[config.mk]
export PLATFORM = sky130hd
export DESIGN_NAME = vn_sqrt_cell
export DESIGN_NICKNAME = d
export VERILOG_FILES = /design/src/sv/vn_pkg.sv /design/src/sv/vn_sqrt_cell.sv
export SDC_FILE = /design/constraint.sdc
export NUM_CORES = 1
export LEC_CHECK = 0
export BUFFER_PORTS_ARGS = -buffer_cell sky130_fd_sc_hd__buf_2
export CORE_ASPECT_RATIO = 1.1
export CORE_MARGIN = 4
export CORE_UTILIZATION = 49
export DETAILED_ROUTE_END_ITERATION = 16
export PLACE_DENSITY = 0.9
export SYNTH_ARGS = -nofsm -noshare
export SYNTH_HDL_FRONTEND = slang
export SYNTH_SLANG_ARGS = --single-unit
[constraint.sdc]
create_clock -name clock -period 4.7 [get_ports clock]
set_clock_uncertainty 0.15 [all_clocks]
set_input_delay 0.235 -clock clock [delete_from_list [all_inputs] [get_ports clock]]
set_output_delay 0.235 -clock clock [all_outputs]
set_load 0.02 [all_outputs]
[src/sv/vn_pkg.sv]
`timescale 1ns / 1ps
// ----------------------------------------------------------------------------
// vn_pkg
// Shared constants for the 3D vector normalizer.
// ----------------------------------------------------------------------------
package vn_pkg;

   localparam int COMP_WIDTH     = 16;
   localparam int OUT_FRAC_BITS  = 14;
   localparam int MIN_LEN_WIDTH  = 16;
   localparam int CSR_ADDR_WIDTH = 3;
   localparam int CSR_DATA_WIDTH = 32;

   localparam logic [MIN_LEN_WIDTH-1:0] MIN_LENGTH_RESET = 16'd1;

   // register indexes (word address = byte address / 4)
   localparam logic [0:0] REG_MIN_LENGTH = 1'b0;

endpackage

[src/sv/vn_sqrt_cell.sv]
`timescale 1ns / 1ps
// ----------------------------------------------------------------------------
// vn_sqrt_cell
// One digit of the integer square root: takes two radicand bits, settles one
// root bit, and hands the partial result and the vector on to the next cell.
// ----------------------------------------------------------------------------
module vn_sqrt_cell #(
   parameter int W = vn_pkg::COMP_WIDTH
) (
   input  logic           clock,
   input  logic           reset,
   input  logic           advance,
   input  logic           valid_in,
   input  logic [2*W-1:0] rad_in,
   input  logic [W+1:0]   rem_in,
   input  logic [W-1:0]   root_in,
   input  logic [3*W-1:0] raw_in,
   output logic           valid_out,
   output logic [2*W-1:0] rad_out,
   output logic [W+1:0]   rem_out,
   output logic [W-1:0]   root_out,
   output logic [3*W-1:0] raw_out
);
   import vn_pkg::*;

   logic           valid_ff;
   logic [2*W-1:0] rad_ff, rad_in_nx;
   logic [W+1:0]   rem_ff, rem_in_nx;
   logic [W-1:0]   root_ff, root_in_nx;
   logic [3*W-1:0] raw_ff;
   logic [W+3:0]   shifted;
   logic [W+3:0]   trial;
   logic [W+3:0]   diff;
   logic           take;

   always_comb begin
      shifted    = {rem_in, rad_in[2*W-1 -: 2]};
      trial      = {2'b00, root_in, 2'b01};
      take       = (shifted >= trial);
      diff       = shifted - trial;
      rem_in_nx  = take ? diff[W+1:0] : shifted[W+1:0];
      root_in_nx = {root_in[W-2:0], take};
      rad_in_nx  = {rad_in[2*W-3:0], 2'b00};
   end

   always_ff @(posedge clock) begin
      if (reset) begin
         valid_ff <= 1'b0;
      end else if (advance) begin
         valid_ff <= valid_in;
      end
   end

   always_ff @(posedge clock) begin
      if (advance) begin
         rad_ff  <= rad_in_nx;
         rem_ff  <= rem_in_nx;
         root_ff <= root_in_nx;
         raw_ff  <= raw_in;
      end
   end

   assign valid_out = valid_ff;
   assign rad_out   = rad_ff;
   assign rem_out   = rem_ff;
   assign root_out  = root_ff;
   assign raw_out   = raw_ff;

endmodule

* Yosys cells after proc, flatten, opt, wreduce, memory -nomap -nowiden
Cells that the tools add are included.
** Storage, ports and cells
- Latch bits :: 0
- Register bits after elaboration :: 113
- ROM bits :: 0
- Memory bits (writable) :: 0
- Memories :: 0
- Output and inout port bits :: 115
- Logic and storage cells :: 8
** Operators by class
- Shift-type cells :: 0
- Div/mod/pow operators :: 0
- $mul :: 0
- Reduce and logical (&&, ||, !) cells :: 0
- Add/sub/neg operators :: 1
- Muxes and demuxes :: 1
- Order comparisons :: 1
- Equality and inequality tests :: 0
- Bitwise logic cells :: 0
** Operator list (number)
- $ge A20 B18 Y1 :: 1
- $mux W18 :: 1
- $sub A18 B18 Y18 :: 1

* Logic depth before layout (Yosys ltp)
- Word-level depth :: 2
- Gate-level depth with buffers :: 10

* Worst setup path after synthesis
OpenSTA, ideal clock, no wires.
- Path kind :: input to register
- From :: input port root_in[0]
- To :: register rem_ff[10], in the netlist rem_out[10] (data pin)
- Path buffers :: 1
- Setup time :: 260 ps
- Cell stages on the path :: 10
- Setup slack :: 2283 ps
- Data arrival time :: 2007 ps
- Path through :: inv_1 > ha_1 > nand2b_1 > a211oi_2 > a31oi_1 > a21oi_2 > nor2b_2 > o21ai_4 > buf_12 > mux2_4
** On the way
- Word-level cells in the longest chain between the ends :: 2
** Ends and longest elaborated chain
- from (decl) :: RTL line vn_sqrt_cell.sv:16 : input logic [W-1:0] root_in,
- $ge A20 B18 Y1 :: RTL line vn_sqrt_cell.sv:39 : take = (shifted >= trial);
- net take :: RTL line vn_sqrt_cell.sv:34 : logic take;
- $mux W18 :: RTL line vn_sqrt_cell.sv:41 : rem_in_nx = take ? diff[W+1:0] : shifted[W+1:0];
- net rem_in_nx[10] :: RTL line vn_sqrt_cell.sv:28 : logic [W+1:0] rem_ff, rem_in_nx;
- to (signal assigned) :: RTL line vn_sqrt_cell.sv:57 : rem_ff <= rem_in_nx;
- to (decl) :: RTL line vn_sqrt_cell.sv:28
The timed path passes the listed nets, and every way through them passes these cells.
A chain may end at the register's enable or synchronous reset.

* Final worst setup path
- From :: input port root_in[5]
- To :: register rem_ff[3], in the netlist rem_out[3] (data pin)
** On the way
- Word-level cells in the longest chain between the ends :: 2
** Ends and longest elaborated chain (RTL line)
- $ge A20 B18 Y1 :: vn_sqrt_cell.sv:39
- $mux W18 :: vn_sqrt_cell.sv:41
- net rem_in_nx[3] :: vn_sqrt_cell.sv:28
The timed path passes the listed nets, and every way through them passes these cells.

==> run_results.csv <==
group,metric,value,unit
floorplan,initial_core_util,51.0,%
timing,tightest_slew,1.09,ns
placed_design,numPortBuffers,230,
setup_path,critPathKind,"in -> reg",
finish,multi_input_area,0.00110,mm^2
cts,clock_latency,0.51,ns
routing,vias_per_cell,5.51,
timing,rsz0062_at_grt,"no",
yosys,synth-seq-cells,113,
routing,vias,4146,
grt,grt_pass1_vias,4255,
timing,finalCritPeriodShare,65.4,%
cts,cts_tree,"built",
setup_path,required,4.80,ns
timing,hold_viol_final,0,
floorplan,fp.dieH,110,um
timing,holdWs,0.208,ns
cts,cts_resized,0,
yosys,yosysSeqAreaShare,73.7,%
grt,grt_usage,33.6,%
floorplan,dieArea,0.0110,mm^2
setup_path,cp_max_fo,19,
yosys,ys_warn_count,0,
cts,htreeDepth,4,
cts,clk_pin_slew,0.06,ns
timing,fmax,325,MHz
timing,tns,0,ns
yosys,synth_edf_count,112,
power_and_ir_drop,powerDensity,408,mW/mm^2
floorplan,num_rows,36,
cts,clock_sink_count,113,
yosys,syn_area_per_cell,17.3,um^2
routing,drtAntennaViolNets,0,
grt,grt_pass1_wl,26400,um
finish,diodes,0,
timing,min_period,3.07,ns
cts,post-cts-setup-buffers,0,
outcome,outcome,"finished, final reports clean",
yosys,ys_async_sr_fraction,0,%
yosys,synth_top_flop_cell,"edfxtp_1",
setup_path,cp.arrival,3.17,ns
worst_hold_path,hold_path_depth,3,
finish,fillers,419,
finish,nNetsFinal,761,
floorplan,core-area,0.00901,mm^2
power_and_ir_drop,peakVddDrop,0.250,mV
power_and_ir_drop,p_leak,3.32,nW
timing,setup_viol,0,
grt,grt_max_degree,87,
job,maxCapViolCount,0,
timing,relSlewSlack,27.7,%
setup_path,critPathLaunchType,"primary input",
placed_design,post-place-cells,607,
setup_path,r2r_cells,3,
floorplan,ios,233,
worst_hold_path,holdCritPathClass,"in -> reg",
cts,cts-buffers-inserted,17,
routing,wl_per_cell,24.4,um
cts,cts-root-buf,"clkbuf_8",
placed_design,place_area,0.00586,mm^2
routing,drc_errors,0,
cts,clockBufferDepth,2,
finish,final_cells,752,
grt,antenna_found_initial,0,
timing,slew_violations,0,
cts,cts_hold_buf,113,
grt,overflow,0,
routing,totalWireLength,18400,um
setup_path,cp-end-kind,"flop",
placed_design,routabilityCongestion,0.817,
floorplan,die_w,100,um
yosys,synth_area,0.00459,mm^2
routing,first_iter_violations,416,
finish,syn_to_final_growth,64.2,%
routing,first_pass_iters,7,
yosys,synthCells,266,
finish,ff_latch_area,0.00338,mm^2
yosys,yosysUniqueCellTypes,45,
finish,final_area,0.00754,mm^2
setup_path,reg2reg_slack,3.40,ns
finish,drive_above_1_share,44.8,%
placed_design,hpwlAfterDp,9530,um
-- per-stage QoR --
step / power, mW / util [%] / setup slack [ns]
global route: 3.16 / 83.7 / 1.50
detailed placement: 1.74 / 65.0 / 1.77
CTS: 3.00 / 83.7 / 1.77
finish: 3.08 / 83.7 / 1.63
global placement: 1.72 / 65.0 / 1.85
floorplan: 1.54 / - / 2.28
-- Yosys cell counts, types with 3 or more instances --
cell      instances  share of area (%)
ha_1             18                4.9
edfxtp_1        112                 73
inv_1            19                1.6
o21a_1            3               0.49
o21ai_0           3               0.33
xor2_1            4               0.76
nor2_1           11               0.90
mux2_2            9                2.2
xnor2_1          13                2.5
mux2_4            7                2.3
o21ai_1           3               0.33
a21oi_1          10                1.1
nand2_1          10               0.82
-- critical path, cell delays in order --
cell           delay [ns]
dlygate4sd3_1        0.55
buf_2                0.14
inv_1                0.05
ha_1                 0.39
nand2_1              0.18
o21ai_1              0.20
a31oi_1              0.13
a21oi_2              0.19
nor2b_2              0.07
o21ai_4              0.62
mux2_2               0.42
-- cell type report --
type	count	area share (%)
Clock buffer	22	5.87
Multi-Input combinational cell	130	14.5
Clock inverter	10	1.49
Inverter	19	0.946
Sequential cell	113	44.9
Tap cell	114	1.89
Timing Repair Buffer	344	30.4
-- cells by family after synthesis --
| group | share of synthesized area, % |
|---|---|
| adder cells (fa/ha/maj) | 4.90 |
| buffers and inverters | 2.53 |
| AO/OA/AOI/OAI | 6.95 |
| multiplexers | 4.93 |
| flip-flops | 73.7 |
| other | 0.0816 |
| AND/OR/NAND/NOR | 3.70 |
| XOR/XNOR | 3.24 |
-- flip-flops by register name (all words and copies together), names as in the netlist --
register,count
raw_out,48
rad_out,30
rem_out,18
root_out,16
valid_out,1
-- layout by cell type, fill, tap and decap left out, drive strengths merged, types with 2 or more instances in the layout --
| cell | n |
|---|---|
| a211oi | 3 |
| and3 | 2 |
| o21a | 3 |
| a311oi | 2 |
| nand3 | 2 |
| buf | 231 |
| conb | 2 |
| xor2 | 4 |
| a21oi | 12 |
| edfxtp | 112 |
| clkinv | 6 |
| nor2b | 2 |
| mux2i | 2 |
| nor2 | 11 |
| clkbuf | 22 |
| mux2 | 16 |
| bufinv | 2 |
| xnor2 | 13 |
| nand2 | 10 |
| o21ai | 7 |
| clkinvlp | 2 |
| ha | 18 |
| dlygate4sd3 | 113 |
| nand2b | 2 |
| nand4 | 2 |
| inv | 19 |
| nor3 | 2 |
| a31oi | 3 |
| o21bai | 2 |
-- report_power, final --
part	internal [mW]	total [mW]	switching, mW
logic	0.247	0.587	0.340
clock network	0.765	1.23	0.463
registers	1.22	1.26	0.0379
-- final timing paths --
check                         start                     end
min                      rem_in[16]   root_out[0]$_DFFE_PP_
max                      root_in[5]    rem_out[3]$_DFFE_PP_
max reg2reg  valid_out$_SDFFE_PP0P_  valid_out$_SDFFE_PP0P_
min reg2reg  valid_out$_SDFFE_PP0P_  valid_out$_SDFFE_PP0P_
-- routing by layer --
metal	vias to the layer above	share of wire, %	global-route usage, %
met5	-	0	0
met4	0	5.5	18.6
met3	76	11	10.4
met2	375	50	56.7
met1	1968	33	37.9
li1	1727	-	-
Power figures use the tool's default switching activity.
