$ cat src/sv/vn_pkg.sv
`timescale 1ns / 1ps
// ----------------------------------------------------------------------------
// vn_pkg
// Shared constants for the 3D vector normalizer.
// ----------------------------------------------------------------------------
package vn_pkg;

   localparam int COMP_WIDTH     = 16;
   localparam int OUT_FRAC_BITS  = 14;
   localparam int MIN_LEN_WIDTH  = 16;
   localparam int CSR_ADDR_WIDTH = 3;
   localparam int CSR_DATA_WIDTH = 32;

   localparam logic [MIN_LEN_WIDTH-1:0] MIN_LENGTH_RESET = 16'd1;

   // register indexes (word address = byte address / 4)
   localparam logic [0:0] REG_MIN_LENGTH = 1'b0;

endpackage

$ cat src/sv/vn_div_cell.sv
`timescale 1ns / 1ps
// ----------------------------------------------------------------------------
// vn_div_cell
// One quotient bit of restoring division for all three components, with the
// length, the raw vector and the normalize flag riding along.
// ----------------------------------------------------------------------------
module vn_div_cell #(
   parameter int W  = vn_pkg::COMP_WIDTH,
   parameter int NB = vn_pkg::COMP_WIDTH + vn_pkg::OUT_FRAC_BITS
) (
   input  logic                clock,
   input  logic                reset,
   input  logic                advance,
   input  logic                valid_in,
   input  logic                norm_in,
   input  logic [W-1:0]        den_in,
   input  logic [3*W-1:0]      raw_in,
   input  logic [2:0][NB-1:0]  num_in,
   input  logic [2:0][W-1:0]   rem_in,
   input  logic [2:0][W-1:0]   quo_in,
   output logic                valid_out,
   output logic                norm_out,
   output logic [W-1:0]        den_out,
   output logic [3*W-1:0]      raw_out,
   output logic [2:0][NB-1:0]  num_out,
   output logic [2:0][W-1:0]   rem_out,
   output logic [2:0][W-1:0]   quo_out
);
   import vn_pkg::*;

   logic               valid_ff;
   logic               norm_ff;
   logic [W-1:0]       den_ff;
   logic [3*W-1:0]     raw_ff;
   logic [2:0][NB-1:0] num_ff, num_in_nx;
   logic [2:0][W-1:0]  rem_ff, rem_in_nx;
   logic [2:0][W-1:0]  quo_ff, quo_in_nx;
   logic [W:0]         trial;
   logic               take;

   always_comb begin
      trial = '0;
      take  = 1'b0;
      for (int i = 0; i < 3; i++) begin
         trial        = {rem_in[i], num_in[i][NB-1]};
         take         = (trial >= {1'b0, den_in});
         rem_in_nx[i] = take ? W'(trial - {1'b0, den_in}) : trial[W-1:0];
         quo_in_nx[i] = {quo_in[i][W-2:0], take};
         num_in_nx[i] = {num_in[i][NB-2:0], 1'b0};
      end
   end

   always_ff @(posedge clock) begin
      if (reset) begin
         valid_ff <= 1'b0;
      end else if (advance) begin
         valid_ff <= valid_in;
      end
   end

   always_ff @(posedge clock) begin
      if (advance) begin
         norm_ff <= norm_in;
         den_ff  <= den_in;
         raw_ff  <= raw_in;
         num_ff  <= num_in_nx;
         rem_ff  <= rem_in_nx;
         quo_ff  <= quo_in_nx;
      end
   end

   assign valid_out = valid_ff;
   assign norm_out  = norm_ff;
   assign den_out   = den_ff;
   assign raw_out   = raw_ff;
   assign num_out   = num_ff;
   assign rem_out   = rem_ff;
   assign quo_out   = quo_ff;

endmodule

$ cat config.mk
export PLATFORM = sky130hd
export DESIGN_NAME = vn_div_cell
export DESIGN_NICKNAME = d
export VERILOG_FILES = /design/src/sv/vn_pkg.sv /design/src/sv/vn_div_cell.sv
export SDC_FILE = /design/constraint.sdc
export NUM_CORES = 1
export LEC_CHECK = 0
export ABC_AREA = 1
export BUFFER_PORTS_ARGS = -buffer_cell sky130_fd_sc_hd__buf_2
export CORE_AREA = 2 2 196 198
export DETAILED_ROUTE_END_ITERATION = 10
export DIE_AREA = 0 0 198 200
export MAX_ROUTING_LAYER = met4
export PLACE_DENSITY = 0.63
export SYNTH_ARGS = -nofsm -noshare
export SYNTH_HDL_FRONTEND = slang
export SYNTH_SLANG_ARGS = --single-unit
$ cat constraint.sdc
create_clock -name clock -period 2.6 [get_ports clock]
set_clock_uncertainty 0.2 [all_clocks]
set_input_delay 0.13 -clock clock [delete_from_list [all_inputs] [get_ports clock]]
set_output_delay 0.13 -clock clock [all_outputs]
set_load 0.01 [all_outputs]
* Yosys cells after proc, flatten, opt, wreduce, memory -nomap -nowiden
Index checks and enable logic that the tools add are counted.
** Word-level totals
- Output and inout port bits :: 252
- Register bits after elaboration :: 249
- Input port bits :: 255
** Operators by class
- Add/sub/neg operators :: 3
- Multiplexer cells :: 3
- Order comparisons :: 3
** Operator list (number)
- 17-bit by 16-bit greater-or-equal comparator with 1-bit output :: 3
- 16-bit 2-to-1 mux :: 3
- 16-bit subtractor :: 3

* Longest topological paths before layout
- Depth after elaboration :: 2
- Depth in mapped cells :: 14
- Mapped depth without buffers :: 13

* Worst setup path before layout
Ideal clock, no wire load.
- Kind :: input port to flip-flop
- Start :: in den_in[13]
- End :: reg rem_ff, in the netlist rem_out[4], data pin
- Stages on the path :: 11
- Slack :: 0.705 ns
- Data arrival time :: 1.442 ns
- Path through :: inv_1 > ha_1 > nand2_1 > nor2_1 > nand3_1 > nand2_1 > nor2_4 > nand2_4 > buf_12 > nand2_2 > nand2_1
** RTL lines
- start, declared :: RTL line vn_div_cell.sv:16 : input logic [W-1:0] den_in,
- end signal, assigned :: RTL line vn_div_cell.sv:67 : rem_ff <= rem_in_nx;
- end, declared :: RTL line vn_div_cell.sv:36 : logic [2:0][W-1:0] rem_ff, rem_in_nx;

==> results.sh <==
export IMPL_clkTransAtPathRegs_ns=0.07
export IMPL_fill_cells=3326
export IMPL_routed_via_density=4.40
export IMPL_slew_headroom_pct=65.8
export IMPL_drive_above_1_share_pct=33.2
export IMPL_wl_mm=41.9
export IMPL_ir_drop_mv=0.419
export IMPL_drtAntennaViolNets=0
export IMPL_worstMarginPinSlew_ns=0.514
export IMPL_start_kind="input pin"
export IMPL_max_cap_violations=0
export IMPL_die_y_um=200
export IMPL_post_cts_resized=0
export IMPL_clk_insertion_delay_late_ns=0.54
export IMPL_layout_nets=2151
export IMPL_startpoint="den_in[14]"
export IMPL_vias=10500
export IMPL_arrival_ns=2.42
export IMPL_netlist_instances=1065
export IMPL_final_max_slew_viol_count=0
export IMPL_setup_ws_ns=0.271
export IMPL_cts_root_buffer="clkbuf_16"
export IMPL_outcome="finished clean"
export IMPL_powerDensity_nw_per_um2=601
export IMPL_wire_per_inst_um=17.6
export IMPL_regToRegEndpoint="valid_out"
export IMPL_setup_viol=0
export IMPL_hp_start="rem_in[47]"
export IMPL_drt_initial_drc_count=551
export IMPL_ios=507
export IMPL_die_w_um=198
export IMPL_leakage_nw=8.75
export IMPL_synth_area_per_cell_um2=10.9
export IMPL_holdBufCountCts=248
export IMPL_grt_overflow_total=0
export IMPL_grt_max_degree=62
export IMPL_yosysWarnings=0
export IMPL_endpoint_kind="flop"
export IMPL_antenna_found_initial=5
export IMPL_placementRows=71
export IMPL_reg2regPathDepth=3
export IMPL_fin_crit_sh_pct=89.6
export IMPL_path_max_fanout=17
export IMPL_rsz0062_at_grt="false"
export IMPL_whs_path_depth=7
export IMPL_crit_type="input pin to flop"
export IMPL_pre_cts_ws_ns=0.270
export IMPL_final_cell_count_no_fill=2380
export IMPL_ff2ff_setup_slack_ns=1.18
export IMPL_htree_num_levels=1
export IMPL_max_clock_freq_ghz=0.429
export IMPL_min_to="rem_out[34]"
export IMPL_cts_tree="yes"
export IMPL_portBuffers=500
export IMPL_finalSetupTns_ns=0
export IMPL_gp_congestion=0.896
export IMPL_holdCritPathClass="input pin to flop"
export IMPL_synthToLayoutAreaGrowth_pct=56.2
export IMPL_cts_buffers=27
export IMPL_dp_hpwl_mm=29.7
export IMPL_ys_types=34
export IMPL_grt_pass1_vias=10400
export IMPL_start_util_pct=31.1
export IMPL_min_period_ns=2.33
export IMPL_cts_setup_buffers=0
export IMPL_dr_pass1_iters=7
export IMPL_coreArea_um2=37400
export IMPL_dp_cells=2079
export IMPL_grt_util_all_layers_pct=20.7
export IMPL_drc=0
export IMPL_timing_rr_start="valid_out"
export IMPL_die_area_um2=39600
export IMPL_clk_path_buf_depth=3
export IMPL_cp_data_required_time_ns=2.70
export IMPL_grt_pass1_wl_mm=60.1
export IMPL_netlist_area_um2=11600
export IMPL_seq_area_frac_synth_pct=64.2
export IMPL_numClockSinks=249
export IMPL_synth_seq_cells=249
export IMPL_final_hold_viol_count=0
==> critical path, cell delays in order <==
cell	delay, ns
dlygate4sd3_1	0.55
buf_2	0.14
inv_1	0.23
ha_1	0.36
a21oi_1	0.25
o21a_1	0.15
nand2_1	0.10
nor2_4	0.16
nand2_4	0.16
nand2_1	0.12
nand2_1	0.06
==> synth_stat cells <==
cell,instances,area [µm²]
nand2_1,343,1290
nor2_1,25,93.8
and2_1,3,18.8
buf_4,7,52.6
o21a_1,3,22.5
xnor2_1,3,26.3
nand3_1,84,420
inv_2,9,33.8
mux2i_1,1,10.0
nor2_2,6,37.5
nand3_2,4,40.0
buf_12,2,40.0
nor3b_4,2,37.5
nand3b_1,4,30.0
a21oi_1,27,135
nand2_2,31,194
or2_4,1,8.76
buf_2,4,20.0
a21boi_2,1,11.3
nor3_1,6,30.0
o21bai_1,3,22.5
nand3_4,1,17.5
nor2_4,3,33.8
nand2_4,5,56.3
fa_1,3,60.1
dfxtp_1,1,20.0
inv_1,155,582
nand4_1,13,81.3
nor3_2,2,20.0
xor2_1,15,131
buf_6,1,11.3
edfxtp_1,248,7450
conb_1,1,3.75
ha_1,48,601
==> per-stage QoR <==
step / area [µm²] / hold WS (ns) / total power [W] / utilization (%)
CTS: 18200 / 0.0368 / 0.0110 / 48.6
finish: 18200 / 0.0727 / 0.0109 / 48.6
floorplan: 11600 / 0.00238 / 0.00604 / -
global placement: 14800 / 0.107 / 0.00694 / 39.7
global route: 18200 / 0.0674 / 0.0114 / 48.6
detailed placement: 14800 / 0.100 / 0.00696 / 39.7
==> logic make-up (layout without fill, tap and decap cells) <==
| family | Yosys count | count (layout) | share of synthesized area [%] |
|---|---|---|---|
| AND/OR/NAND/NOR | 533 | 533 | 20.7 |
| AO/OA/AOI/OAI | 34 | 34 | 1.64 |
| XOR/XNOR | 18 | 18 | 1.35 |
| buffers and inverters | 178 | 975 | 6.35 |
| adder cells (fa/ha/maj) | 51 | 51 | 5.68 |
| flip-flops | 249 | 249 | 64.2 |
| other | 1 | 8 | 0.0322 |
| multiplexers | 1 | 1 | 0.0860 |
==> state kept, by name, summed over array words and instances (netlist names) <==
signal / flops
rem_out: 48
num_out: 87
norm_out: 1
raw_out: 48
valid_out: 1
quo_out: 48
den_out: 16
==> worst max-delay path by stage <==
stage,endpoint
finish,rem_out[25]
CTS,rem_out[25]
floorplan,rem_out[4]
detailed placement,rem_out[25]
global placement,rem_out[36]
global route,rem_out[25]
==> cell type report <==
| type | instances | area, µm² | share of cell area (%) |
|---|---|---|---|
| flip-flops and latches | 249 | 7470 | 41.1 |
| repair buffers | 763 | 5170 | 28.4 |
| multi-input cells | 640 | 3440 | 18.9 |
| clock buffers | 32 | 694 | 3.82 |
| well taps | 511 | 639 | 3.52 |
| inverters | 164 | 616 | 3.39 |
| clock inverters | 16 | 144 | 0.791 |
| diodes | 5 | 12.5 | 0.0688 |
==> placed cells by master, fill, tap and decap left out, types with 6 or more instances in the layout <==
cell and n:
inv_1 155, xor2_1 15, nand3_1 84, nor2_2 6, inv_2 9, nor3_1 6
edfxtp_1 248, a21oi_1 27, clkbuf_16 27, buf_2 499, dlygate4sd3_1 248, nor2_1 25
nand2_2 31, nand4_1 13, buf_4 10, nand2_1 343, ha_1 48
==> power breakdown <==
group / internal (W) / switching [W] / leakage, nW / total, W
sequential: 0.00485 / 0.000106 / 2.43 / 0.00496
clock: 0.00211 / 0.00160 / 0.405 / 0.00371
combinational: 0.000973 / 0.00128 / 5.92 / 0.00225
total: 0.00794 / 0.00299 / 8.75 / 0.0109
==> routing by layer <==
metal | vias to the layer above | global-route usage, % | routed length [µm]
met4 | 0 | 7.91 | 1450
met5 | - | - | 0
met1 | 4901 | 23.8 | 16600
met3 | 80 | 4.13 | 2900
li1 | 5092 | - | -
met2 | 392 | 35.7 | 21000
(Power assumes the default switching activity.)
